===== src/rbd_pkg.sv =====
package rbd_pkg;

   localparam int PIX_W      = 8;
   localparam int RUN_W      = 10;
   localparam int ROW_W      = 11;
   localparam int COL_W      = 12;
   localparam int NUM_CH     = 3;
   localparam int CSR_IDX_W  = 2;
   localparam int CSR_DATA_W = 13;
   localparam int SRC_CNT_W  = 12;
   localparam int SRC_CFG_W  = 13;
   localparam int OW_CFG_W   = 11;
   localparam int OH_CFG_W   = 13;
   localparam int OLINE_W    = 13;

   localparam logic [SRC_CFG_W-1:0] SRC_DIM_MAX = 13'd4096;
   localparam logic [OH_CFG_W-1:0]  OUT_H_MAX   = 13'd4096;

   localparam logic [SRC_CFG_W-1:0] SRC_W_RST = 13'd1920;
   localparam logic [SRC_CFG_W-1:0] SRC_H_RST = 13'd1080;
   localparam logic [OW_CFG_W-1:0]  OUT_W_RST = 11'd640;
   localparam logic [OH_CFG_W-1:0]  OUT_H_RST = 13'd360;

   typedef enum logic [CSR_IDX_W-1:0] {
      CSR_SOURCE_WIDTH,
      CSR_SOURCE_HEIGHT,
      CSR_OUTPUT_WIDTH,
      CSR_OUTPUT_HEIGHT
   } csr_index_type;

   // channel 0 blue, 1 green, 2 red
   typedef logic [NUM_CH-1:0][PIX_W-1:0] pix_vec_type;
   typedef logic [NUM_CH-1:0][RUN_W-1:0] run_vec_type;
   typedef logic [NUM_CH-1:0][ROW_W-1:0] row_vec_type;
   typedef logic [NUM_CH-1:0][COL_W-1:0] col_vec_type;

   typedef struct packed {
      logic close;
      logic first;
      logic emit;
      logic line_end;
      logic frame_end;
   } op_type;

   typedef struct packed {
      col_vec_type total;
      logic        line_end;
      logic        frame_end;
   } blk_type;

endpackage


===== src/rbd_pos.sv =====
module rbd_pos #(
   parameter int FACTOR        = 3,
   parameter int MAX_OUT_WIDTH = 1024,
   parameter int ADDR_W        = 10
) (
   input  logic                           clock,
   input  logic                           reset,
   input  logic                           csr_wr_en,
   input  rbd_pkg::csr_index_type         csr_index,
   input  logic [rbd_pkg::CSR_DATA_W-1:0] csr_wr_data,
   input  logic                           accept,
   input  rbd_pkg::pix_vec_type           pix,
   input  logic                           frame_start,
   output rbd_pkg::op_type                op,
   output logic [ADDR_W-1:0]              addr,
   output rbd_pkg::row_vec_type           row
);
   import rbd_pkg::*;

   localparam int OCOL_W = $clog2(MAX_OUT_WIDTH + 1);
   localparam int SUB_W  = $clog2(FACTOR);
   localparam logic [SUB_W-1:0] SUB_LAST = SUB_W'(FACTOR - 1);

   logic [SRC_CFG_W-1:0] src_w_cfg_ff;
   logic [SRC_CFG_W-1:0] src_h_cfg_ff;
   logic [OW_CFG_W-1:0]  out_w_cfg_ff;
   logic [OH_CFG_W-1:0]  out_h_cfg_ff;

   logic [SRC_CFG_W-1:0] src_w;
   logic [SRC_CFG_W-1:0] src_h;
   logic [OCOL_W-1:0]    out_w;
   logic [OH_CFG_W-1:0]  out_h;

   logic [SRC_CNT_W-1:0] scol_ff, scol_in, cur_scol;
   logic [SRC_CNT_W-1:0] sline_ff, sline_in, cur_sline;
   logic [SUB_W-1:0]     subc_ff, subc_in, cur_subc;
   logic [SUB_W-1:0]     subl_ff, subl_in, cur_subl;
   logic [OCOL_W-1:0]    ocol_ff, ocol_in, cur_ocol;
   logic [OLINE_W-1:0]   oline_ff, oline_in, cur_oline;
   run_vec_type          run_ff, run_in, cur_run;

   logic [SRC_CFG_W-1:0] scol_next;
   logic [SRC_CFG_W-1:0] sline_next;
   logic                 in_region;
   logic                 close;

   always_ff @(posedge clock) begin
      if (reset) begin
         src_w_cfg_ff <= SRC_W_RST;
         src_h_cfg_ff <= SRC_H_RST;
         out_w_cfg_ff <= OUT_W_RST;
         out_h_cfg_ff <= OUT_H_RST;
      end else if (csr_wr_en) begin
         unique case (csr_index)
            CSR_SOURCE_WIDTH:  src_w_cfg_ff <= csr_wr_data[SRC_CFG_W-1:0];
            CSR_SOURCE_HEIGHT: src_h_cfg_ff <= csr_wr_data[SRC_CFG_W-1:0];
            CSR_OUTPUT_WIDTH:  out_w_cfg_ff <= csr_wr_data[OW_CFG_W-1:0];
            CSR_OUTPUT_HEIGHT: out_h_cfg_ff <= csr_wr_data[OH_CFG_W-1:0];
         endcase
      end
   end

   // registers saturate to the supported frame sizes, and zero source sizes read as one
   always_comb begin
      if (src_w_cfg_ff == '0) begin
         src_w = SRC_CFG_W'(1);
      end else if (src_w_cfg_ff > SRC_DIM_MAX) begin
         src_w = SRC_DIM_MAX;
      end else begin
         src_w = src_w_cfg_ff;
      end
      if (src_h_cfg_ff == '0) begin
         src_h = SRC_CFG_W'(1);
      end else if (src_h_cfg_ff > SRC_DIM_MAX) begin
         src_h = SRC_DIM_MAX;
      end else begin
         src_h = src_h_cfg_ff;
      end
      if (32'(out_w_cfg_ff) > 32'(MAX_OUT_WIDTH)) begin
         out_w = OCOL_W'(MAX_OUT_WIDTH);
      end else begin
         out_w = OCOL_W'(out_w_cfg_ff);
      end
      out_h = (out_h_cfg_ff > OUT_H_MAX) ? OUT_H_MAX : out_h_cfg_ff;
   end

   // a frame start mark clears the position before the pixel is used
   always_comb begin
      cur_scol  = frame_start ? '0 : scol_ff;
      cur_sline = frame_start ? '0 : sline_ff;
      cur_subc  = frame_start ? '0 : subc_ff;
      cur_subl  = frame_start ? '0 : subl_ff;
      cur_ocol  = frame_start ? '0 : ocol_ff;
      cur_oline = frame_start ? '0 : oline_ff;
      cur_run   = frame_start ? '0 : run_ff;
   end

   always_comb begin
      in_region  = (cur_oline < out_h) && (cur_ocol < out_w);
      close      = in_region && (cur_subc == SUB_LAST);
      scol_next  = {1'b0, cur_scol} + SRC_CFG_W'(1);
      sline_next = {1'b0, cur_sline} + SRC_CFG_W'(1);
      for (int c = 0; c < NUM_CH; c++) begin
         row[c] = ROW_W'(cur_run[c]) + ROW_W'(pix[c]);
      end
   end

   always_comb begin
      scol_in  = scol_ff;
      sline_in = sline_ff;
      subc_in  = subc_ff;
      subl_in  = subl_ff;
      ocol_in  = ocol_ff;
      oline_in = oline_ff;
      run_in   = run_ff;
      if (accept) begin
         scol_in  = scol_next[SRC_CNT_W-1:0];
         sline_in = cur_sline;
         subc_in  = cur_subc;
         subl_in  = cur_subl;
         ocol_in  = cur_ocol;
         oline_in = cur_oline;
         run_in   = cur_run;
         if (close) begin
            run_in  = '0;
            subc_in = '0;
            ocol_in = cur_ocol + 1'b1;
         end else if (in_region) begin
            for (int c = 0; c < NUM_CH; c++) begin
               run_in[c] = row[c][RUN_W-1:0];
            end
            subc_in = cur_subc + 1'b1;
         end
         if (scol_next >= src_w) begin
            scol_in = '0;
            subc_in = '0;
            ocol_in = '0;
            run_in  = '0;
            if (cur_oline < out_h) begin
               if (cur_subl == SUB_LAST) begin
                  subl_in  = '0;
                  oline_in = cur_oline + 1'b1;
               end else begin
                  subl_in = cur_subl + 1'b1;
               end
            end
            // wrap at the frame end as if a mark had come
            if (sline_next >= src_h) begin
               sline_in = '0;
               subl_in  = '0;
               oline_in = '0;
            end else begin
               sline_in = sline_next[SRC_CNT_W-1:0];
            end
         end
      end
   end

   always_ff @(posedge clock) begin
      if (reset) begin
         scol_ff  <= '0;
         sline_ff <= '0;
         subc_ff  <= '0;
         subl_ff  <= '0;
         ocol_ff  <= '0;
         oline_ff <= '0;
         run_ff   <= '0;
      end else begin
         scol_ff  <= scol_in;
         sline_ff <= sline_in;
         subc_ff  <= subc_in;
         subl_ff  <= subl_in;
         ocol_ff  <= ocol_in;
         oline_ff <= oline_in;
         run_ff   <= run_in;
      end
   end

   always_comb begin
      op.close     = close;
      op.first     = (cur_subl == '0);
      op.emit      = (cur_subl == SUB_LAST);
      op.line_end  = (({1'b0, cur_ocol} + 1'b1) == {1'b0, out_w});
      op.frame_end = op.line_end && ((cur_oline + 1'b1) == out_h);
      addr         = cur_ocol[ADDR_W-1:0];
   end

endmodule


===== config.mk =====
export PLATFORM = sky130hd
export DESIGN_NAME = rbd_pos
export DESIGN_NICKNAME = d
export VERILOG_FILES = /design/src/rbd_pkg.sv /design/src/rbd_pos.sv
export SDC_FILE = /design/constraint.sdc
export NUM_CORES = 1
export LEC_CHECK = 0
export BUFFER_PORTS_ARGS = -buffer_cell sky130_fd_sc_hd__clkbuf_2
export CORE_MARGIN = 2
export CORE_UTILIZATION = 50
export DETAILED_ROUTE_END_ITERATION = 7
export PLACE_DENSITY = 0.77
export SLEW_MARGIN = 20
export SYNTH_ARGS = -nofsm -noshare
export SYNTH_HDL_FRONTEND = slang
export SYNTH_SLANG_ARGS = --single-unit

===== constraint.sdc =====
create_clock -name clock -period 21.8 [get_ports clock]
set_input_delay 6.54 -clock clock [delete_from_list [all_inputs] [get_ports clock]]
set_output_delay 6.54 -clock clock [all_outputs]
set_load 0.1 [all_outputs]

[Yosys cells after proc, flatten, opt, wreduce, memory -nomap -nowiden]
Cells that the tools add are included.
Word-level totals
  output and inout bits: 48
  logic and storage cells: 81
  flip-flop bits (word level): 132
  input bits: 44
Cells by class
  equality and inequality tests: 7
  reductions and logical operators: 11
  muxes and demuxes: 32
  $lt $le $gt $ge: 8
  add/sub/neg operators: 10
Operator list (number)
  $mux 13: 10
  $mux 30: 4
  $mux 12: 5
  $mux 11: 4
  $gt 13x13->1 const B: 3
  $add 10x8->11: 3
  $add 12x1->13 const B: 2
  $ge 13x13->1: 2
  $logic_not 13->1: 2
  $mux 2: 9
  $add 13x1->13 const B: 1
  $eq 13x13->1: 1
  $lt 13x13->1: 1
  $add 11x1->12 const B: 1
  $eq 12x11->1: 1
  $add 11x1->11 const B: 1
  $gt 11x11->1 const B: 1
  $lt 11x11->1: 1
  $eq 2x2->1 const B: 4
  $reduce_and 2->1: 4
  $add 2x1->2 const B: 2
  $logic_not 2->1: 2
  $logic_and 1x1->1: 3
  $eq 2x1->1 const B: 1

[Longest topological paths before layout]
  word-level depth: 7
  gate-level depth with buffers: 22
  gate-level depth less buffers: 16

[Least setup slack after synthesis]
No wires, ideal clock.
  kind: input to output
  start point: input port frame_start
  end point: output port op[0] (netlist name)
  setup slack: -653 ps
  data required time: 15260 ps
  stages on the path: 13
  buffers on the path: 4
  arrival time: 15913 ps
  path through: buf_4 > buf_2 > buf_2 > clkbuf_1 > nor2b_1 > ha_1 > and4b_1 > nand3_2 > xor2_1 > xnor2_1 > o31a_1 > nor4_1 > nor4bb_1
RTL lines
  start, declared: RTL line rbd_pos.sv:13  | input logic frame_start,
  end, declared: RTL line rbd_pos.sv:14  | output rbd_pkg::op_type op,

==> flow_summary.rst <==
.. list-table::
   :header-rows: 1

   * - Metric
     - Value
   * - Total buffers and inverters traversed by the critical path
     - 3
   * - Standard-cell rows
     - 49
   * - Wire length per cell after detailed routing
     - 17.1 um
   * - Final setup violation count
     - 0
   * - Count of instances resized after the clock tree is built
     - 0
   * - Worst slack after detailed placement
     - 5.25 ns
   * - Worst-skew pair later-pin latency
     - 0.43 ns
   * - Worst path cell trace
     - buf_4 -> nand2b_1 -> inv_1 -> ha_1 -> and4b_1 -> nand3_2 -> xor2_1 -> xnor2_1 -> o31a_1 -> nor4_1 -> nor4bb_2 -> clkbuf_2
   * - Most used standard cell by instance count after synthesis
     - sky130_fd_sc_hd__nand2_1
   * - Placer congestion estimate
     - 0.929
   * - Number of setup buffers added after CTS
     - 0
   * - Slew of the pin with the lowest slew margin
     - about 0.95 ns
   * - Endpoint required time on the critical path
     - 15.26 ns
   * - Sequential element share of the synthesized area
     - 0.292
   * - Leading post-synthesis cells by cell area
     - sky130_fd_sc_hd__dfxtp_1, sky130_fd_sc_hd__ha_1, sky130_fd_sc_hd__nand2_1
   * - Cell family with most CP delay
     - simple AND/OR/NAND/NOR gates
   * - Data arrival at the endpoint of the critical path
     - 10.07 ns
   * - Critical Path End Type
     - output pin
   * - TritonCTS clock tree
     - yes
   * - Finished Cell Area
     - a little over 0.01 mm^2
   * - Path class of the lowest-slack min-delay path
     - flop to flop
   * - Met2 usage in global routing
     - 0.417
   * - Synth-to-layout area growth
     - 12.6%
   * - Total number of vias
     - 8510
   * - Total gr overflow
     - 0
   * - Die H
     - 139 um
   * - Quantity of hold-fixing buffers added after cts
     - 0
   * - Fin. max-slew vios
     - 0
   * - Post-detailed-routing wire length
     - roughly 25000 um
   * - CP Max Fanout
     - 63
   * - Async S/R FF share, synth
     - 0
   * - Core Util, Final
     - 0.571
   * - Maximum achievable frequency
     - between 0.06 and 0.07 GHz
   * - Result of the run
     - complete, no violations
   * - Post-synth cell types
     - roughly 80
   * - Mapped Nets
     - ~1300
   * - Remaining DRCs
     - 0
   * - Initial antenna violation count
     - 0
   * - Count of endpoints failing hold in the final timing report
     - 0
   * - Overall Global Routing Usage
     - 0.254
   * - Maximum number of pins on one net before global-route repair
     - a little over 80
   * - Class of the most critical setup path
     - primary input to output pin
   * - Number of buffers created by CTS
     - 17
   * - Most frequent cells after synthesis
     - sky130_fd_sc_hd__nand2_1, sky130_fd_sc_hd__dfxtp_1, sky130_fd_sc_hd__ha_1
   * - Filler Cells Inserted
     - between 1500 and 2000
   * - Worst clock skew on the final layout
     - 0.0107 ns
   * - Reg area
     - 0.00264 mm^2
   * - Total Nets Final
     - 1328
   * - Number of top-level design ports
     - 92
   * - Reg-to-reg slack, setup
     - 17.37 ns
   * - Total inserted antenna cells
     - 0
   * - Post-synth top area share
     - 0.292
   * - Setup TNS
     - 0 ns
   * - Floorplan core area
     - roughly 0.018 mm^2
   * - Yosys reg bits
     - about 130
   * - Post-synth EDFFs
     - 0
   * - Initial core utilization
     - 0.507
   * - Via count of the first global-routing pass
     - slightly above 8000
   * - Post-Syn Instances
     - 1137
   * - Number of H-tree levels
     - 4
   * - Synth Area per Inst
     - roughly 8 um^2
   * - Power per unit of standard cell area
     - 65.8 mW/mm^2
   * - Final critical-path share of the clock period
     - 0.762
   * - DP HPWL
     - 17700 um
   * - DR pass1 iterations
     - 5
   * - Yosys warnings
     - 0
   * - Shortest clock period the worst path allows after layout
     - roughly 17 ns
   * - Setup repair after global routing missed its margin
     - no
   * - GR peak layer
     - met2
   * - Die Footprint
     - 0.0192 mm^2
   * - Drt via density
     - 5.89
   * - Post-route antenna net violation count
     - 0
   * - Critical path's largest stage delay
     - 0.58 ns
   * - Total standard cell area after synthesis
     - around 0.0091 mm^2
   * - VDD IR-drop max
     - around 55 uV
   * - Critical-path cell with the highest stage delay
     - sky130_fd_sc_hd__nor4_1
   * - Startpoint kind of the worst setup timing path
     - primary input
   * - Leakage power total
     - 4.34 nW
   * - Bufs on Longest Clock Path
     - 2
   * - Footprint of the multi-input gates
     - 0.00609 mm^2
   * - Max-cap violation count
     - 0
   * - Cell type with the highest aggregate area in the netlist
     - sky130_fd_sc_hd__dfxtp_1
   * - Chip width
     - 139 um
   * - Layout cell share with drive strength beyond 1
     - 0.124
   * - Post-synth top flop
     - sky130_fd_sc_hd__dfxtp_1
   * - Final total power
     - 0.670 mW
   * - First-pass GRT wire length
     - 40100 um
   * - Met1 usage in global routing
     - 0.334
   * - Number of DRC violations after detailed-routing iteration 0
     - 748
   * - Number of I/O port buffers
     - 91
   * - Clock root buffer
     - sky130_fd_sc_hd__clkbuf_16
   * - Cell area reported after detailed placement
     - 0.00964 mm^2
   * - CTS clock-pin slew for the worst setup and hold paths
     - 0.06 ns
   * - # clock sinks
     - ~130
   * - Headroom to the max-slew limit
     - 0.361
   * - Grt met3 use
     - 0.0380
   * - Worst-case setup margin in the final layout
     - 5.19 ns
==> path summary, 6_finish.rpt <==
kind | start | endpoint | depth (start not counted)
worst max register to register | scol_ff[0]$_SDFFE_PP0P_ | oline_ff[11]$_SDFFE_PP0P_ | 13
worst min-delay path | run_ff[25]$_SDFFE_PP0P_ | run_ff[25]$_SDFFE_PP0P_ | 2
worst max-delay path | frame_start | op[0] | 12
worst min register to register | run_ff[25]$_SDFFE_PP0P_ | run_ff[25]$_SDFFE_PP0P_ | 2
==> worst reg2reg max path: cells and delay by family, from the launching register on <==
family	cells	cell delay (ns)
compound gates	6	1.98
fa+ha+maj	2	0.58
flops	1	0.33
simple gates	5	1.49
==> placed cells by master (no fill, tap or decap), drive strengths merged, types with 23 or more instances in the layout <==
| master | n |
|---|---|
| a21oi | 79 |
| a22o | 32 |
| clkbuf | 108 |
| dfxtp | 132 |
| ha | 79 |
| inv | 30 |
| nand2 | 190 |
| nand2b | 23 |
| nand3 | 37 |
| nor2 | 79 |
| nor2b | 53 |
| o21ai | 46 |
| xnor2 | 49 |
==> layer usage <==
layer | up-vias | wire length, um
met5 | - | 0
li1 | 4221 | -
met1 | 4027 | 11000
met2 | 212 | 11700
met4 | 0 | 818
met3 | 50 | 1100
==> registers in the layout, summed over array words and instances (netlist names), 12 cells and up <==
| name | cells |
|---|---|
| out_h_cfg_ff | 13 |
| run_ff | 30 |
| oline_ff | 13 |
| sline_ff | 12 |
| src_w_cfg_ff | 13 |
| scol_ff | 12 |
| src_h_cfg_ff | 13 |
==> cells by family (layout without fill, tap and decap cells) <==
group / after synthesis / in the layout / synth area share
AO/OA/AOI/OAI: 264 / 264 / 0.201
XOR/XNOR: 68 / 68 / 0.0658
adder cells (fa/ha/maj): 82 / 82 / 0.116
buffers and inverters: 81 / 159 / 0.0368
flip-flops: 132 / 132 / 0.292
multiplexers: 5 / 5 / 0.00553
AND/OR/NAND/NOR: 505 / 505 / 0.283
==> metrics by stage <==
stage,hold WS [ns],std cells
2_1_floorplan,0.417,1137
3_3_place_gp,0.427,1412
3_5_place_dp,0.436,1412
4_1_cts,0.449,1444
5_1_grt,0.477,1444
6_report,0.450,1444
==> layout make-up <==
cell class	count	share of cell area
clock buffer	18	0.0421
clock inverter	14	0.0126
inverter	29	0.0107
multi-input combinational	924	0.597
sequential	132	0.259
tap	229	0.0281
timing repair buffer	98	0.0501
==> where the power goes <==
group	total (mW)	switching, mW	leakage (nW)	internal [mW]
Sequential	0.256	0.00577	1.07	0.250
Combinational	0.141	0.106	3.00	0.0352
Clock	0.273	0.116	0.267	0.158
Total	0.670	0.228	4.34	0.443
Power figures use the tool's default switching activity.
