**src/rbd_pkg.sv**
```systemverilog
package rbd_pkg;

   localparam int PIX_W      = 8;
   localparam int RUN_W      = 10;
   localparam int ROW_W      = 11;
   localparam int COL_W      = 12;
   localparam int NUM_CH     = 3;
   localparam int CSR_IDX_W  = 2;
   localparam int CSR_DATA_W = 13;
   localparam int SRC_CNT_W  = 12;
   localparam int SRC_CFG_W  = 13;
   localparam int OW_CFG_W   = 11;
   localparam int OH_CFG_W   = 13;
   localparam int OLINE_W    = 13;

   localparam logic [SRC_CFG_W-1:0] SRC_DIM_MAX = 13'd4096;
   localparam logic [OH_CFG_W-1:0]  OUT_H_MAX   = 13'd4096;

   localparam logic [SRC_CFG_W-1:0] SRC_W_RST = 13'd1920;
   localparam logic [SRC_CFG_W-1:0] SRC_H_RST = 13'd1080;
   localparam logic [OW_CFG_W-1:0]  OUT_W_RST = 11'd640;
   localparam logic [OH_CFG_W-1:0]  OUT_H_RST = 13'd360;

   typedef enum logic [CSR_IDX_W-1:0] {
      CSR_SOURCE_WIDTH,
      CSR_SOURCE_HEIGHT,
      CSR_OUTPUT_WIDTH,
      CSR_OUTPUT_HEIGHT
   } csr_index_type;

   // channel 0 blue, 1 green, 2 red
   typedef logic [NUM_CH-1:0][PIX_W-1:0] pix_vec_type;
   typedef logic [NUM_CH-1:0][RUN_W-1:0] run_vec_type;
   typedef logic [NUM_CH-1:0][ROW_W-1:0] row_vec_type;
   typedef logic [NUM_CH-1:0][COL_W-1:0] col_vec_type;

   typedef struct packed {
      logic close;
      logic first;
      logic emit;
      logic line_end;
      logic frame_end;
   } op_type;

   typedef struct packed {
      col_vec_type total;
      logic        line_end;
      logic        frame_end;
   } blk_type;

endpackage

```
**src/rbd_if.sv**
```systemverilog


interface rbd_rsp_if;
   logic                      valid;
   logic                      ready;
   logic [rbd_pkg::PIX_W-1:0] blue_avg;
   logic [rbd_pkg::PIX_W-1:0] green_avg;
   logic [rbd_pkg::PIX_W-1:0] red_avg;
   logic                      line_end;
   logic                      frame_end;

   modport source (output valid, blue_avg, green_avg, red_avg, line_end, frame_end,
                   input ready);
   modport sink (input valid, blue_avg, green_avg, red_avg, line_end, frame_end,
                 output ready);
endinterface

```
**src/rbd_avg.sv**
```systemverilog
module rbd_avg #(
   parameter int FACTOR = 3
) (
   input  logic             clock,
   input  logic             reset,
   input  logic             blk_valid,
   input  rbd_pkg::blk_type blk,
   output logic             blk_ready,
   rbd_rsp_if.source        rsp
);
   import rbd_pkg::*;

   localparam int DIV     = FACTOR * FACTOR;
   localparam int SHIFT   = COL_W + $clog2(DIV);
   localparam int MULT_W  = COL_W + 1;
   localparam int PROD_W  = COL_W + MULT_W;
   // rounded-up reciprocal, exact for every sum below 2**COL_W
   localparam logic [MULT_W-1:0] MULT = MULT_W'(((1 << SHIFT) + DIV - 1) / DIV);

   logic        s2_valid_ff, s2_valid_in;
   blk_type     s2_blk_ff;
   logic        rsp_valid_ff, rsp_valid_in;
   pix_vec_type quot_ff;
   logic        line_end_ff;
   logic        frame_end_ff;

   logic                           rsp_free;
   logic [NUM_CH-1:0][PROD_W-1:0] prod;
   pix_vec_type                    quot;

   assign rsp_free  = !rsp_valid_ff || rsp.ready;
   assign blk_ready = !s2_valid_ff || rsp_free;

   always_comb begin
      for (int c = 0; c < NUM_CH; c++) begin
         prod[c] = PROD_W'(s2_blk_ff.total[c]) * PROD_W'(MULT);
         quot[c] = prod[c][SHIFT +: PIX_W];
      end
   end

   assign s2_valid_in  = blk_ready ? blk_valid : s2_valid_ff;
   assign rsp_valid_in = rsp_free ? s2_valid_ff : rsp_valid_ff;

   always_ff @(posedge clock) begin
      if (reset) begin
         s2_valid_ff  <= 1'b0;
         rsp_valid_ff <= 1'b0;
      end else begin
         s2_valid_ff  <= s2_valid_in;
         rsp_valid_ff <= rsp_valid_in;
      end
   end

   always_ff @(posedge clock) begin
      if (blk_ready) begin
         s2_blk_ff <= blk;
      end
      if (rsp_free) begin
         quot_ff      <= quot;
         line_end_ff  <= s2_blk_ff.line_end;
         frame_end_ff <= s2_blk_ff.frame_end;
      end
   end

   assign rsp.valid     = rsp_valid_ff;
   assign rsp.blue_avg  = quot_ff[0];
   assign rsp.green_avg = quot_ff[1];
   assign rsp.red_avg   = quot_ff[2];
   assign rsp.line_end  = line_end_ff;
   assign rsp.frame_end = frame_end_ff;

endmodule

```
**src/flat_wrapper.sv**
```systemverilog
// flat-port wrapper written by rule: the top's interface ports become plain ports
module rbd_avg_flat import rbd_pkg::*;
#(
   parameter int FACTOR = 3
)
  (clock, reset, blk_valid, blk, blk_ready, rsp_valid, rsp_blue_avg, rsp_green_avg, rsp_red_avg, rsp_line_end, rsp_frame_end, rsp_ready);
  rbd_rsp_if rsp_i ();
  input  logic clock;
  input  logic reset;
  input  logic blk_valid;
  input  rbd_pkg::blk_type blk;
  output logic blk_ready;
  output wire logic [$bits(rsp_i.valid)-1:0] rsp_valid;
  output wire logic [$bits(rsp_i.blue_avg)-1:0] rsp_blue_avg;
  output wire logic [$bits(rsp_i.green_avg)-1:0] rsp_green_avg;
  output wire logic [$bits(rsp_i.red_avg)-1:0] rsp_red_avg;
  output wire logic [$bits(rsp_i.line_end)-1:0] rsp_line_end;
  output wire logic [$bits(rsp_i.frame_end)-1:0] rsp_frame_end;
  input wire logic [$bits(rsp_i.ready)-1:0] rsp_ready;
  assign rsp_valid = rsp_i.valid;
  assign rsp_blue_avg = rsp_i.blue_avg;
  assign rsp_green_avg = rsp_i.green_avg;
  assign rsp_red_avg = rsp_i.red_avg;
  assign rsp_line_end = rsp_i.line_end;
  assign rsp_frame_end = rsp_i.frame_end;
  assign rsp_i.ready = rsp_ready;
  rbd_avg #(.FACTOR(FACTOR)) u_core (.clock(clock), .reset(reset), .blk_valid(blk_valid), .blk(blk), .blk_ready(blk_ready), .rsp(rsp_i));
endmodule
```
**config.mk**
```make
export PLATFORM = sky130hd
export DESIGN_NAME = rbd_avg_flat
export DESIGN_NICKNAME = d
export VERILOG_FILES = /design/src/rbd_pkg.sv /design/src/rbd_if.sv /design/src/rbd_avg.sv /design/src/flat_wrapper.sv
export SDC_FILE = /design/constraint.sdc
export NUM_CORES = 1
export LEC_CHECK = 0
export ABC_CLOCK_PERIOD_IN_PS = 8790
export BUFFER_PORTS_ARGS = -buffer_cell sky130_fd_sc_hd__buf_2
export CORE_ASPECT_RATIO = 0.8
export CORE_MARGIN = 2
export CORE_UTILIZATION = 37
export CTS_CLUSTER_SIZE = 30
export DETAILED_ROUTE_END_ITERATION = 10
export PLACE_DENSITY = 0.59
export SLEW_MARGIN = 10
export SYNTH_ARGS = -nofsm -noshare
export SYNTH_HDL_FRONTEND = slang
export SYNTH_SLANG_ARGS = --single-unit
```
**constraint.sdc**
```tcl
create_clock -name clock -period 8.79 [get_ports clock]
set_input_delay 0.879 -clock clock [delete_from_list [all_inputs] [get_ports clock]]
set_output_delay 0.879 -clock clock [all_outputs]
set_load 0.01 [all_outputs]
```
; Word-level counts from Yosys, hierarchy flattened
; Cells that the tools add are included.
[word_totals]
in_bits = 42
reg_bits = 66
output_inout_bits = 28
[classes]
reduce_logical = 4
mul = 3
[op_table]
columns = operator, count
row1 = "multiplier 12 x 12 -> 23 bit, second input constant", 3
row2 = zero test 1 bit, 2
row3 = logical OR 1 bit, 2

; Depth between registers and ports, before layout
; Gate-level depths: netlist (run 1).
[logic_depth]
word_depth = 3
depth_mapped = 18

; Least setup slack after synthesis (run 1)
; OpenSTA, ideal clock, no wires.
[synth_timing]
path_kind = register -> register
start = register u_core.s2_blk_ff[27] in the netlist's numbering
end = register u_core.quot_ff (netlist bit u_core.rsp.red_avg[6]), data pin
period_less_slack_ps = 4613
stages_incl_launch_ff = 19
required_time_ps = 8653
slack_ps = 4177
t_arrival_ps = 4475
path_cell_list = edfxtp_1 -> inv_1 -> fa_1 -> inv_1 -> ha_1 -> inv_1 -> fa_1 -> inv_1 -> fa_1 -> inv_1 -> fa_1 -> inv_1 -> ha_1 -> a41oi_1 -> o21ai_0 -> a31oi_1 -> nand2_2 -> or4_1 -> nand4_1
[synth_lines]
columns = element, line
row1 = start: declaration, rbd_avg.sv:21  ; blk_type s2_blk_ff;
row2 = start signal: assignment, rbd_avg.sv:56  ; s2_blk_ff <= blk;
row3 = end signal: assignment, rbd_avg.sv:59  ; quot_ff <= quot;
row4 = end: declaration, rbd_avg.sv:23  ; pix_vec_type quot_ff;

==> PnR_summary.wiki, run 1 <==
{| class="wikitable"
! Metric !! Value
|-
| Leading post-synthesis cells by cell area || ha_1 30%, edfxtp_1 23%, fa_1 21%
|-
| Number of buffers inserted during clock tree synthesis || 9
|-
| Cell depth of the worst setup path || 18
|-
| Period utilisation layout || 55.73%
|-
| Minimum setup slack in the final design || about 4 ns
|-
| Time the worst path needs with I/O delays and setup || a little under 5 ns
|-
| Classification of the worst setup path || register to register
|-
| Number of post-CTS setup repair buffers || 0
|-
| Drt initial violations || approximately 220
|-
| Antenna diode instance count || 0
|-
| Most prevalent standard cell on the critical path || inv_1
|-
| Final Wtd Congestion || approximately 0.84
|-
| Synthesized instance count || between 700 and 800
|-
| Worst ir drop on vdd || 0.0001550 V
|-
| Largest delay share family, worst path || adder cells
|-
| Most common cell in the netlist || ha_1
|-
| End of the critical path || u_core.rsp.green_avg[7]$_DFFE_PP_
|-
| Remaining design rule violation count || 0
|-
| Relative area change from synthesis to final layout || 12.44%
|-
| Wire length of the first global-routing pass || 27020 um
|-
| # resized after CTS || 0
|-
| Width of the chip || 170.3 um
|-
| Worst setup SP type || register
|-
| Number of hold buffers added after CTS || 0
|-
| Layout Cells excl Fill || 1099
|-
| Tot GR Track Use || 15.28%
|-
| Synth Flop Type || edfxtp_1
|-
| Cell chain of the critical path || inv_1 -> fa_1 -> inv_1 -> ha_1 -> inv_1 -> fa_1 -> inv_1 -> fa_1 -> inv_1 -> fa_1 -> inv_1 -> ha_1 -> nand3_1 -> nor2_1 -> and4_1 -> or4_1 -> a31oi_1 -> xnor2_1
|-
| Number of iterations in the first detailed-routing pass || 4
|-
| Total I/O pin count || 70
|-
| Sequential element share of the synthesized area || roughly a quarter
|-
| Worst skew pair latency || 0.34 ns
|-
| Crit path capture type || register
|-
| Leakage || 4.814 nW
|-
| Hold Fails Final Rpt || 0
|-
| Total setup violations reported at the end of the flow || 0
|-
| Syn Nets || 1067
|-
| Maximum clock path buffer count || 2
|-
| Buffers on Ports || 69
|-
| Average cell area after synthesis || 11.08 um^2
|-
| Count of flip-flops with a built-in enable after synthesis || 64
|-
| HPWL after detailed placement || around 14000 um
|-
| Maximum clock rate || slightly above 200 MHz
|-
| Cell with the biggest individual delay on the critical path || fa_1
|-
| Vias in the first global route || 5230
|-
| Maximum capacitance violations || 0
|-
| Final ANT Viol Nets || 0
|-
| Area occupied by registers || 0.001962 mm^2
|-
| Number of clock sinks || 66
|-
| Result of the run || completed
|-
| Top post-synthesis cells by count || 199 x ha_1, 181 x inv_1, 87 x fa_1
|-
| Worst setup path startpoint || u_core.s2_blk_ff[17]$_DFFE_PP_
|-
| Fraction of final layout cells sized beyond drive strength 1 || about 11%
|-
| Critical-path maximum fanout || 4
|-
| Reg2Reg Depth || 18
|-
| CTS tree || done
|-
| FF-to-FF setup slack || 3.89 ns
|-
| Average via count per standard cell || 4.686
|-
| Area used by multi-input combinational logic || between 0.005 and 0.006 mm^2
|-
| Worst min path class || register to register
|-
| Maximum level of the CTS H-tree || 3
|-
| Placed Cells incl. Taps || 1083
|-
| Worst path required time || 8.88 ns
|-
| Clock root cell || clkbuf_16
|-
| Relative slew margins || 57.05%
|-
| Pin count of the biggest net entering global routing || 27
|-
| Full die area || about 0.023 mm^2
|-
| Final Total Pwr || 2.977 mW
|-
| Fin area || 0.009204 mm^2
|-
| Setup TNS after final layout || 0 ns
|-
| Antenna violations before repair || 0
|-
| Die boundary height || 137.0 um
|-
| RSZ-0062 raised after global routing || false
|-
| Buffering stage count on the worst path with inverters included || 6
|-
| Std-Cell Rows || between 40 and 50
|-
| Max-slew violation count || 0
|-
| YS warnings || 0
|-
| Fraction of post-synthesis cell area in the top cell type by area || 30.42%
|-
| Beginning of the worst register-to-register path || u_core.s2_blk_ff[17]$_DFFE_PP_
|-
| Post-Route WL || 16450 um
|-
| Delay contributed by the slowest stage of the critical path || roughly 0.54 ns
|-
| GRT overflow || 0
|-
| Crit path DAT || 4.99 ns
|-
| Number of nets at the end of the flow || 1147
|-
| Dominant cell type by area after synthesis || ha_1
|-
| Clock-pin transition on the worst setup and hold timing paths || 0.06 ns
|-
| Initial core utilization || 37.86%
|-
| Total via count in the routed design || 5150
|-
| Fraction of the core area covered by cells at the end of the flow || 42.57%
|-
| Synthesized area || 0.008185 mm^2
|-
| Minimum hold slack || 0.4159 ns
|-
| Placed Area || 0.008885 mm^2
|-
| Number of different library cells in the post-synthesis netlist || 45
|-
| Wire length per cell || 14.97 um
|-
| Measured slew at the worst slew-check pin || about 0.64 ns
|-
| Worst r2r dst || u_core.rsp.green_avg[7]$_DFFE_PP_
|-
| Setup Slack @ Placement || 3.881 ns
|-
| Register bit count reported by yosys || 66
|-
| Power density over the cells || ~320 mW/mm^2
|-
| Setup skew after layout || 0.006856 ns
|-
| Async set-reset flop share out of synthesis || 0%
|-
| Filler Cells Inserted || 2060
|-
| Core region area || 0.02162 mm^2
|}
==> worst min-delay path by stage <==
stage                                      to                           from  cells after the start  slack (ns)
2_1_floorplan  u_core.rsp.frame_end$_DFFE_PP_  u_core.s2_blk_ff[0]$_DFFE_PP_                      0        0.40
3_3_place_gp   u_core.rsp.frame_end$_DFFE_PP_  u_core.s2_blk_ff[0]$_DFFE_PP_                      0        0.41
3_5_place_dp   u_core.rsp.frame_end$_DFFE_PP_  u_core.s2_blk_ff[0]$_DFFE_PP_                      0        0.41
4_1_cts         u_core.rsp.line_end$_DFFE_PP_  u_core.s2_blk_ff[1]$_DFFE_PP_                      0        0.42
5_1_grt         u_core.rsp.line_end$_DFFE_PP_  u_core.s2_blk_ff[1]$_DFFE_PP_                      0        0.42
6_report        u_core.rsp.line_end$_DFFE_PP_  u_core.s2_blk_ff[1]$_DFFE_PP_                      0        0.42
==> power breakdown <==
group,total [mW],switching (mW),internal [mW]
Clock,0.398,0.150,0.248
Combinational,2.06,1.16,0.892
Sequential,0.523,0.0324,0.491
==> placed cells by master, fill, tap and decap left out, drive strengths merged, types with 3 or more instances in the layout <==
cell type,Yosys,routed
a31oi,7,7
o21bai,4,4
a211oi,7,7
nor2,20,20
and2,4,4
nand3,14,14
o21ai,10,10
edfxtp,64,64
a21oi,25,25
buf,0,71
clkbuf,2,9
nor2b,3,3
nand2,16,16
ha,199,199
nor3,5,5
inv,181,181
fa,87,87
xnor2,25,25
nand4,10,10
clkinv,0,4
xor2,10,10
a21o,14,14
==> flip-flops by register name, indices dropped and copies added (netlist names) <==
register	flops
u_core.rsp.green_avg	8
u_core.s2_valid_ff	1
u_core.rsp.red_avg	8
u_core.s2_blk_ff	38
u_core.rsp.valid	1
u_core.rsp.line_end	1
u_core.rsp.frame_end	1
u_core.rsp.blue_avg	8
==> cells by family after synthesis <==
group	share of synthesized area, %
XOR/XNOR	3.745
adder cells (fa/ha/maj)	51.70
multiplexers	0.2446
AO/OA/AOI/OAI	6.772
AND/OR/NAND/NOR	5.182
buffers and inverters	8.392
flip-flops	23.97
==> layout make-up <==
type | count | area share [%]
timing repair buffer | 71 | 3.915
multi-input combinational | 490 | 60.18
clock inverter | 7 | 1.020
clock buffer | 9 | 2.447
sequential | 66 | 21.32
tap | 275 | 3.738
inverter | 181 | 7.382
==> metal layers <==
metal	vias up	GRT usage (%)	routed length, um	share of wire (%)
met4	0	3.894	180	1.1
met3	13	3.702	803	4.9
met5	-	0	0	0
met2	86	21.45	6732	41
li1	2646	-	-	-
met1	2405	23.28	8735	53
Power figures use the tool's default switching activity.
==> run 2: changes to the inputs <==
--- a/config.mk
+++ b/config.mk
@@ -5,7 +5,7 @@
 export SDC_FILE = /design/constraint.sdc
 export NUM_CORES = 1
 export LEC_CHECK = 0
-export ABC_CLOCK_PERIOD_IN_PS = 8790
+export ABC_CLOCK_PERIOD_IN_PS = 4600
 export BUFFER_PORTS_ARGS = -buffer_cell sky130_fd_sc_hd__buf_2
 export CORE_ASPECT_RATIO = 0.8
 export CORE_MARGIN = 2
==> constraint.sdc (replaced) <==
create_clock -name clock -period 4.6 [get_ports clock]
set_input_delay 0.46 -clock clock [delete_from_list [all_inputs] [get_ports clock]]
set_output_delay 0.46 -clock clock [all_outputs]
set_load 0.01 [all_outputs]
==> PnR_summary.wiki, run 2 (synthesized netlist as in run 1, its figures left out) <==
{| class="wikitable"
! Metric !! Value
|-
| Minimum setup slack in the final design || 0.05747 ns
|-
| Measured slew at the worst slew-check pin || 0.8419 ns
|-
| Antenna violations before repair || 0
|-
| Number of iterations in the first detailed-routing pass || 4
|-
| Average via count per standard cell || 4.716
|-
| Clock root cell || clkbuf_16
|-
| Antenna diode instance count || 0
|-
| Tot GR Track Use || 15.76%
|-
| Crit path DAT || approximately 4.8 ns
|-
| End of the critical path || u_core.rsp.red_avg[6]$_DFFE_PP_
|-
| CTS tree || done
|-
| Clock group share of total power || roughly a tenth
|-
| HPWL after detailed placement || 14860 um
|-
| Combinational share of power || 75.1%
|-
| Layout Cells excl Fill || 1178
|-
| Buffers on Ports || 69
|-
| Cell with the biggest individual delay on the critical path || fa_1
|-
| Reg2Reg Depth || 18
|-
| Die boundary height || 137.0 um
|-
| Number of clock sinks || 66
|-
| Worst skew pair latency || 0.34 ns
|-
| Cell chain of the critical path || inv_2 -> fa_1 -> inv_2 -> ha_4 -> inv_2 -> fa_1 -> inv_2 -> fa_1 -> inv_2 -> fa_1 -> inv_2 -> ha_4 -> a21oi_4 -> o31ai_4 -> a31oi_2 -> nand2_2 -> or4_1 -> nand4_1
|-
| Worst min path class || input port to register
|-
| Largest register by flop count || u_core.s2_blk_ff
|-
| Critical-path maximum fanout || 4
|-
| Hold Fails Final Rpt || 0
|-
| Total via count in the routed design || roughly 5600
|-
| Number of hold buffers added after CTS || 0
|-
| Core region area || about 0.022 mm^2
|-
| Beginning of the worst register-to-register path || u_core.s2_blk_ff[29]$_DFFE_PP_
|-
| Placed Cells incl. Taps || 1150
|-
| Switching Power || between 2 and 3 mW
|-
| Sequential share of power || 14.7%
|-
| Result of the run || completed
|-
| Final Wtd Congestion || 0.8718
|-
| Setup skew after layout || 0.01038 ns
|-
| Placed Area || 0.009395 mm^2
|-
| Worst r2r dst || u_core.rsp.red_avg[6]$_DFFE_PP_
|-
| Internal Pwr Total || 3.747 mW
|-
| Period utilisation layout || between 90% and 100%
|-
| Initial core utilization || between 30% and 40%
|-
| Most prevalent standard cell on the critical path || inv_2
|-
| Relative slew margins || 43.68%
|-
| Clock-pin transition on the worst setup and hold timing paths || roughly 0.06 ns
|-
| Wire length per cell || 15.05 um
|-
| Std-Cell Rows || 48
|-
| Most common cell after layout, fill and taps aside || ha_1
|-
| Final ANT Viol Nets || 0
|-
| Width of the chip || between 150 and 200 um
|-
| Pin count of the biggest net entering global routing || 29
|-
| Wire length of the first global-routing pass || roughly 28000 um
|-
| Vias in the first global route || 5488
|-
| Total setup violations reported at the end of the flow || 0
|-
| Maximum clock path buffer count || 2
|-
| Number of nets at the end of the flow || roughly 1200
|-
| Maximum clock rate || 220.1 MHz
|-
| Maximum level of the CTS H-tree || 3
|-
| Worst setup SP type || register
|-
| Total I/O pin count || 70
|-
| Final Total Pwr || approximately 6.7 mW
|-
| Classification of the worst setup path || register to register
|-
| Fin area || 0.01019 mm^2
|-
| Setup TNS after final layout || 0 ns
|-
| Worst path required time || slightly below 5 ns
|-
| Worst setup path startpoint || u_core.s2_blk_ff[29]$_DFFE_PP_
|-
| Max FFs per register || 38
|-
| Worst ir drop on vdd || approximately 0.00032 V
|-
| Max-slew violation count || 0
|-
| FF-to-FF setup slack || ~0.057 ns
|-
| Drt initial violations || 210
|-
| GRT overflow || 0
|-
| Remaining design rule violation count || 0
|-
| Number of buffers inserted during clock tree synthesis || 9
|-
| Delay contributed by the slowest stage of the critical path || 0.57 ns
|-
| Switching part of the total || approximately 44%
|-
| Power density over the cells || 661.4 mW/mm^2
|-
| Leading cell types in the layout, fill and taps excluded || 179 x ha_1, 168 x inv_1, 84 x fa_1
|-
| Crit path capture type || register
|-
| Time the worst path needs with I/O delays and setup || 4.543 ns
|-
| Post-Route WL || 17730 um
|-
| Full die area || between 0.02 and 0.025 mm^2
|-
| Minimum hold slack || approximately 0.28 ns
|-
| RSZ-0062 raised after global routing || true
|-
| Fraction of the core area covered by cells at the end of the flow || 47.14%
|-
| Fraction of final layout cells sized beyond drive strength 1 || 26.25%
|-
| Leakage || 5.188 nW
|-
| Relative area change from synthesis to final layout || 24.50%
|-
| Setup Slack @ Placement || -0.1830 ns
|-
| Maximum capacitance violations || 0
|}
==> run 2: cell types whose count changed in the layout (fill, tap and decap cells not counted), moves of 8 or more <==
cell and delta:
ha_4 +18, ha_1 -20, a21oi_1 -8, inv_2 +13, inv_1 -13, buf_4 +77
==> run 2: layout make-up <==
class / count / area [um^2]
Multi-Input combinational cell: 490 / 5957
Fill cell: 2024 / 11430
Clock inverter: 5 / 55.05
Sequential cell: 66 / 1962
Tap cell: 275 / 344.1
Clock buffer: 11 / 232.7
Inverter: 181 / 679.4
Timing Repair Buffer: 150 / 960.9
==> run 2: worst min-delay path by stage <==
stage	slack, ns	startpoint	to	depth (start not counted)
2_1_floorplan	0.40	u_core.s2_blk_ff[0]$_DFFE_PP_	u_core.rsp.frame_end$_DFFE_PP_	0
3_3_place_gp	0.41	u_core.s2_blk_ff[0]$_DFFE_PP_	u_core.rsp.frame_end$_DFFE_PP_	0
3_5_place_dp	0.41	u_core.s2_blk_ff[0]$_DFFE_PP_	u_core.rsp.frame_end$_DFFE_PP_	0
4_1_cts	0.27	reset	u_core.rsp.valid$_SDFFE_PP0P_	2
5_1_grt	0.27	reset	u_core.rsp.valid$_SDFFE_PP0P_	2
6_report	0.28	reset	u_core.rsp.valid$_SDFFE_PP0P_	2
==> run 2: metal layers <==
| metal | GRT usage (%) | wire [um] | up-vias |
|---|---|---|---|
| li1 | - | - | 2802 |
| met1 | 24.05 | 9395 | 2648 |
| met2 | 22.45 | 7440 | 87 |
| met3 | 2.921 | 637 | 18 |
| met4 | 4.701 | 259 | 0 |
| met5 | 0 | 0 | - |
==> run 2: worst max-delay path: cells and delay by family, from the launching register on <==
| family | cells | cell delay (ns) |
|---|---|---|
| AND/OR/NAND/NOR | 3 | 0.66 |
| AO/OA/AOI/OAI | 3 | 0.46 |
| buffers and inverters | 6 | 0.28 |
| adder cells (fa/ha/maj) | 6 | 2.63 |
| flip-flops | 1 | 0.36 |
==> run 2: power by group through the flow <==
stage          sequential [mW]  combinational [mW]  clock [mW]
6_report                 0.988                5.06       0.690
3_3_place_gp              1.00                4.38           0
4_1_cts                  0.990                4.69       0.708
3_5_place_dp              1.00                4.38           0
5_1_grt                   1.00                5.69       0.736
2_1_floorplan             1.06                2.95           0
==> run 2: timing repair <==
action | in CTS | in global routing
setup endpoints to repair | 13 | 18
resized for setup | 27 | 54
pin swaps | 21 | 31
buffers inserted | 4 | 8
==> run 3: changes to the inputs <==
--- a/config.mk
+++ b/config.mk
@@ -9,10 +9,10 @@
 export BUFFER_PORTS_ARGS = -buffer_cell sky130_fd_sc_hd__buf_2
 export CORE_ASPECT_RATIO = 0.8
 export CORE_MARGIN = 2
-export CORE_UTILIZATION = 37
+export CORE_UTILIZATION = 38
 export CTS_CLUSTER_SIZE = 30
 export DETAILED_ROUTE_END_ITERATION = 10
-export PLACE_DENSITY = 0.59
+export PLACE_DENSITY = 0.6
 export SLEW_MARGIN = 10
 export SYNTH_ARGS = -nofsm -noshare
 export SYNTH_HDL_FRONTEND = slang
==> PnR_summary.wiki, run 3 (synthesized netlist as in run 1, its figures left out) <==
{| class="wikitable"
! Metric !! Value
|-
| Crit path DAT || 4.84 ns
|-
| Leading cell types in the layout, fill and taps excluded || 174 x ha_1, 164 x inv_1, 84 x fa_1
|-
| Total setup violations reported at the end of the flow || 2
|-
| Core region area || 0.02094 mm^2
|-
| Remaining design rule violation count || 0
|-
| FF-to-FF setup slack || -0.02 ns
|-
| Switching Power || 3.048 mW
|-
| GRT overflow || 0
|-
| Classification of the worst setup path || register to register
|-
| Combinational share of power || 75.1%
|-
| Largest register by flop count || u_core.s2_blk_ff
|-
| Number of clock sinks || 66
|-
| Max FFs per register || 38
|-
| Sequential share of power || 14.5%
|-
| Internal Pwr Total || about 3.7 mW
|-
| CTS tree || done
|-
| Hold Fails Final Rpt || 0
|-
| Result of the run || finished, violations left
|-
| Fin area || 0.01021 mm^2
|-
| Setup skew after layout || 0.01108 ns
|-
| Maximum clock path buffer count || 2
|-
| Average via count per standard cell || 4.717
|-
| Post-Route WL || 17580 um
|-
| Final ANT Viol Nets || 0
|-
| Maximum capacitance violations || 0
|-
| Worst path required time || 4.81 ns
|-
| Maximum level of the CTS H-tree || 3
|-
| Hold Crit Depth || 2
|-
| Worst skew pair latency || 0.35 ns
|-
| Max-slew violation count || 0
|-
| Number of iterations in the first detailed-routing pass || 4
|-
| Tot GR Track Use || between 10% and 20%
|-
| Fraction of final layout cells sized beyond drive strength 1 || 26.26%
|-
| Reg2Reg Depth || 16
|-
| Maximum clock rate || around 220 MHz
|-
| Time the worst path needs with I/O delays and setup || 4.622 ns
|-
| Total I/O pin count || 70
|-
| Worst min path class || input port to register
|-
| Wire length of the first global-routing pass || 28520 um
|-
| Buffers on Ports || 69
|-
| Number of hold buffers added after CTS || 0
|-
| Die boundary height || 135.3 um
|-
| Setup TNS after final layout || -0.02601 ns
|-
| Minimum setup slack in the final design || -0.02173 ns
|-
| Pin count of the biggest net entering global routing || 40
|-
| Initial core utilization || 39.10%
|-
| Relative slew margins || 31.18%
|-
| Hold Path Origin || reset
|-
| Most common cell after layout, fill and taps aside || ha_1
|-
| Worst setup SP type || register
|-
| Clock root cell || clkbuf_16
|-
| Crit path capture type || register
|-
| Antenna violations before repair || 0
|-
| Number of nets at the end of the flow || roughly 1200
|-
| Endpoint of the worst hold path || u_core.s2_valid_ff$_SDFFE_PP0P_
|-
| Filler Cells Inserted || 1929
|-
| Period utilisation layout || 100.5%
|-
| HPWL after detailed placement || ~15000 um
|-
| Leakage || just over 5 nW
|-
| Switching part of the total || 44.93%
|-
| Beginning of the worst register-to-register path || u_core.s2_blk_ff[29]$_DFFE_PP_
|-
| Std-Cell Rows || 47
|-
| Worst r2r dst || u_core.rsp.red_avg[6]$_DFFE_PP_
|-
| Relative area change from synthesis to final layout || 24.75%
|-
| Number of buffers inserted during clock tree synthesis || 9
|-
| Clock group share of total power || 10.3%
|-
| Critical-path maximum fanout || 4
|-
| Power density over the cells || 664.4 mW/mm^2
|-
| Drt initial violations || 248
|-
| Vias in the first global route || 5665
|-
| Failing checks || negative setup slack
|-
| Full die area || 0.02274 mm^2
|-
| Placed Area || 0.009365 mm^2
|-
| Total via count in the routed design || 5491
|-
| Antenna diode instance count || 0
|-
| Measured slew at the worst slew-check pin || between 1 and 1.5 ns
|-
| Clock-pin transition on the worst setup and hold timing paths || approximately 0.06 ns
|-
| Wire length per cell || approximately 15 um
|-
| Final Wtd Congestion || approximately 0.87
|-
| Width of the chip || 168.1 um
|-
| Worst ir drop on vdd || roughly 0.00035 V
|-
| RSZ-0062 raised after global routing || true
|}
==> run 3: worst max path at each step <==
stage                                         from                           endpoint  depth (start not counted)
floorplan           u_core.s2_blk_ff[15]$_DFFE_PP_  u_core.rsp.green_avg[7]$_DFFE_PP_                         18
finish              u_core.s2_blk_ff[29]$_DFFE_PP_    u_core.rsp.red_avg[6]$_DFFE_PP_                         16
CTS                 u_core.s2_blk_ff[21]$_DFFE_PP_  u_core.rsp.green_avg[7]$_DFFE_PP_                         17
global placement    u_core.s2_blk_ff[33]$_DFFE_PP_    u_core.rsp.red_avg[7]$_DFFE_PP_                         16
detailed placement  u_core.s2_blk_ff[33]$_DFFE_PP_    u_core.rsp.red_avg[7]$_DFFE_PP_                         16
global route        u_core.s2_blk_ff[29]$_DFFE_PP_    u_core.rsp.red_avg[6]$_DFFE_PP_                         16
==> run 3: critical path: stages, from the launching register on <==
cell      delay [ns]
edfxtp_1        0.41
buf_4           0.15
buf_4           0.14
fa_1            0.47
ha_1            0.31
inv_1           0.06
fa_1            0.52
inv_1           0.05
fa_1            0.52
ha_1            0.33
ha_1            0.34
nand3_2         0.14
a211oi_2        0.07
a31oi_2         0.28
nand2_2         0.12
or4_1           0.51
nand4_1         0.08
==> run 3: power by group through the flow <==
| stage | clock network, mW | registers [mW] | logic (mW) |
|---|---|---|---|
| after global routing | 0.748 | 0.997 | 5.74 |
| after global placement | 0 | 0.999 | 4.32 |
| after detailed placement | 0 | 0.996 | 4.34 |
| after CTS | 0.721 | 0.987 | 4.68 |
| final | 0.701 | 0.986 | 5.10 |
| after floorplan | 0 | 1.06 | 2.95 |
==> run 3: layout make-up <==
type / instances / area [um^2] / share of cell area [%]
inverter: 181 / 681.9 / 6.678
timing repair buffer: 142 / 908.4 / 8.896
clock inverter: 7 / 68.82 / 0.6739
clock buffer: 9 / 225.2 / 2.206
tap: 269 / 336.6 / 3.296
sequential: 66 / 1962 / 19.21
multi-input combinational: 490 / 6028 / 59.04
==> run 3: metal layers <==
layer / vias to the layer above / global-route usage, % / part of all wire (%)
met5: - / 0 / 0
met4: 0 / 3.927 / 1.0
met3: 12 / 2.805 / 3.0
met2: 64 / 23.53 / 43
met1: 2635 / 25.04 / 53
li1: 2780 / - / -
==> run 3: repair_timing <==
item / 4_1_cts / 5_1_grt
gates resized for setup: 37 / 54
pin swaps: 23 / 31
endpoints found under the setup margin: 15 / 18
buffers inserted: 3 / 5
==> run 3: stage by stage <==
| stage | worst slack [ns] | hold slack (ns) | instances | power (mW) | util, % |
|---|---|---|---|---|---|
| after CTS | 0.002410 | 0.2658 | 1160 | 6.385 | 47.23 |
| after global placement | -0.1905 | 0.4019 | 1141 | 5.316 | 44.73 |
| final | -0.02173 | 0.2811 | 1164 | 6.784 | 48.77 |
| after global routing | -0.1470 | 0.2736 | 1164 | 7.489 | 48.77 |
| after detailed placement | -0.2501 | 0.4071 | 1141 | 5.334 | 44.73 |
| after floorplan | 0.0007185 | 0.4003 | 739 | 4.011 | - |
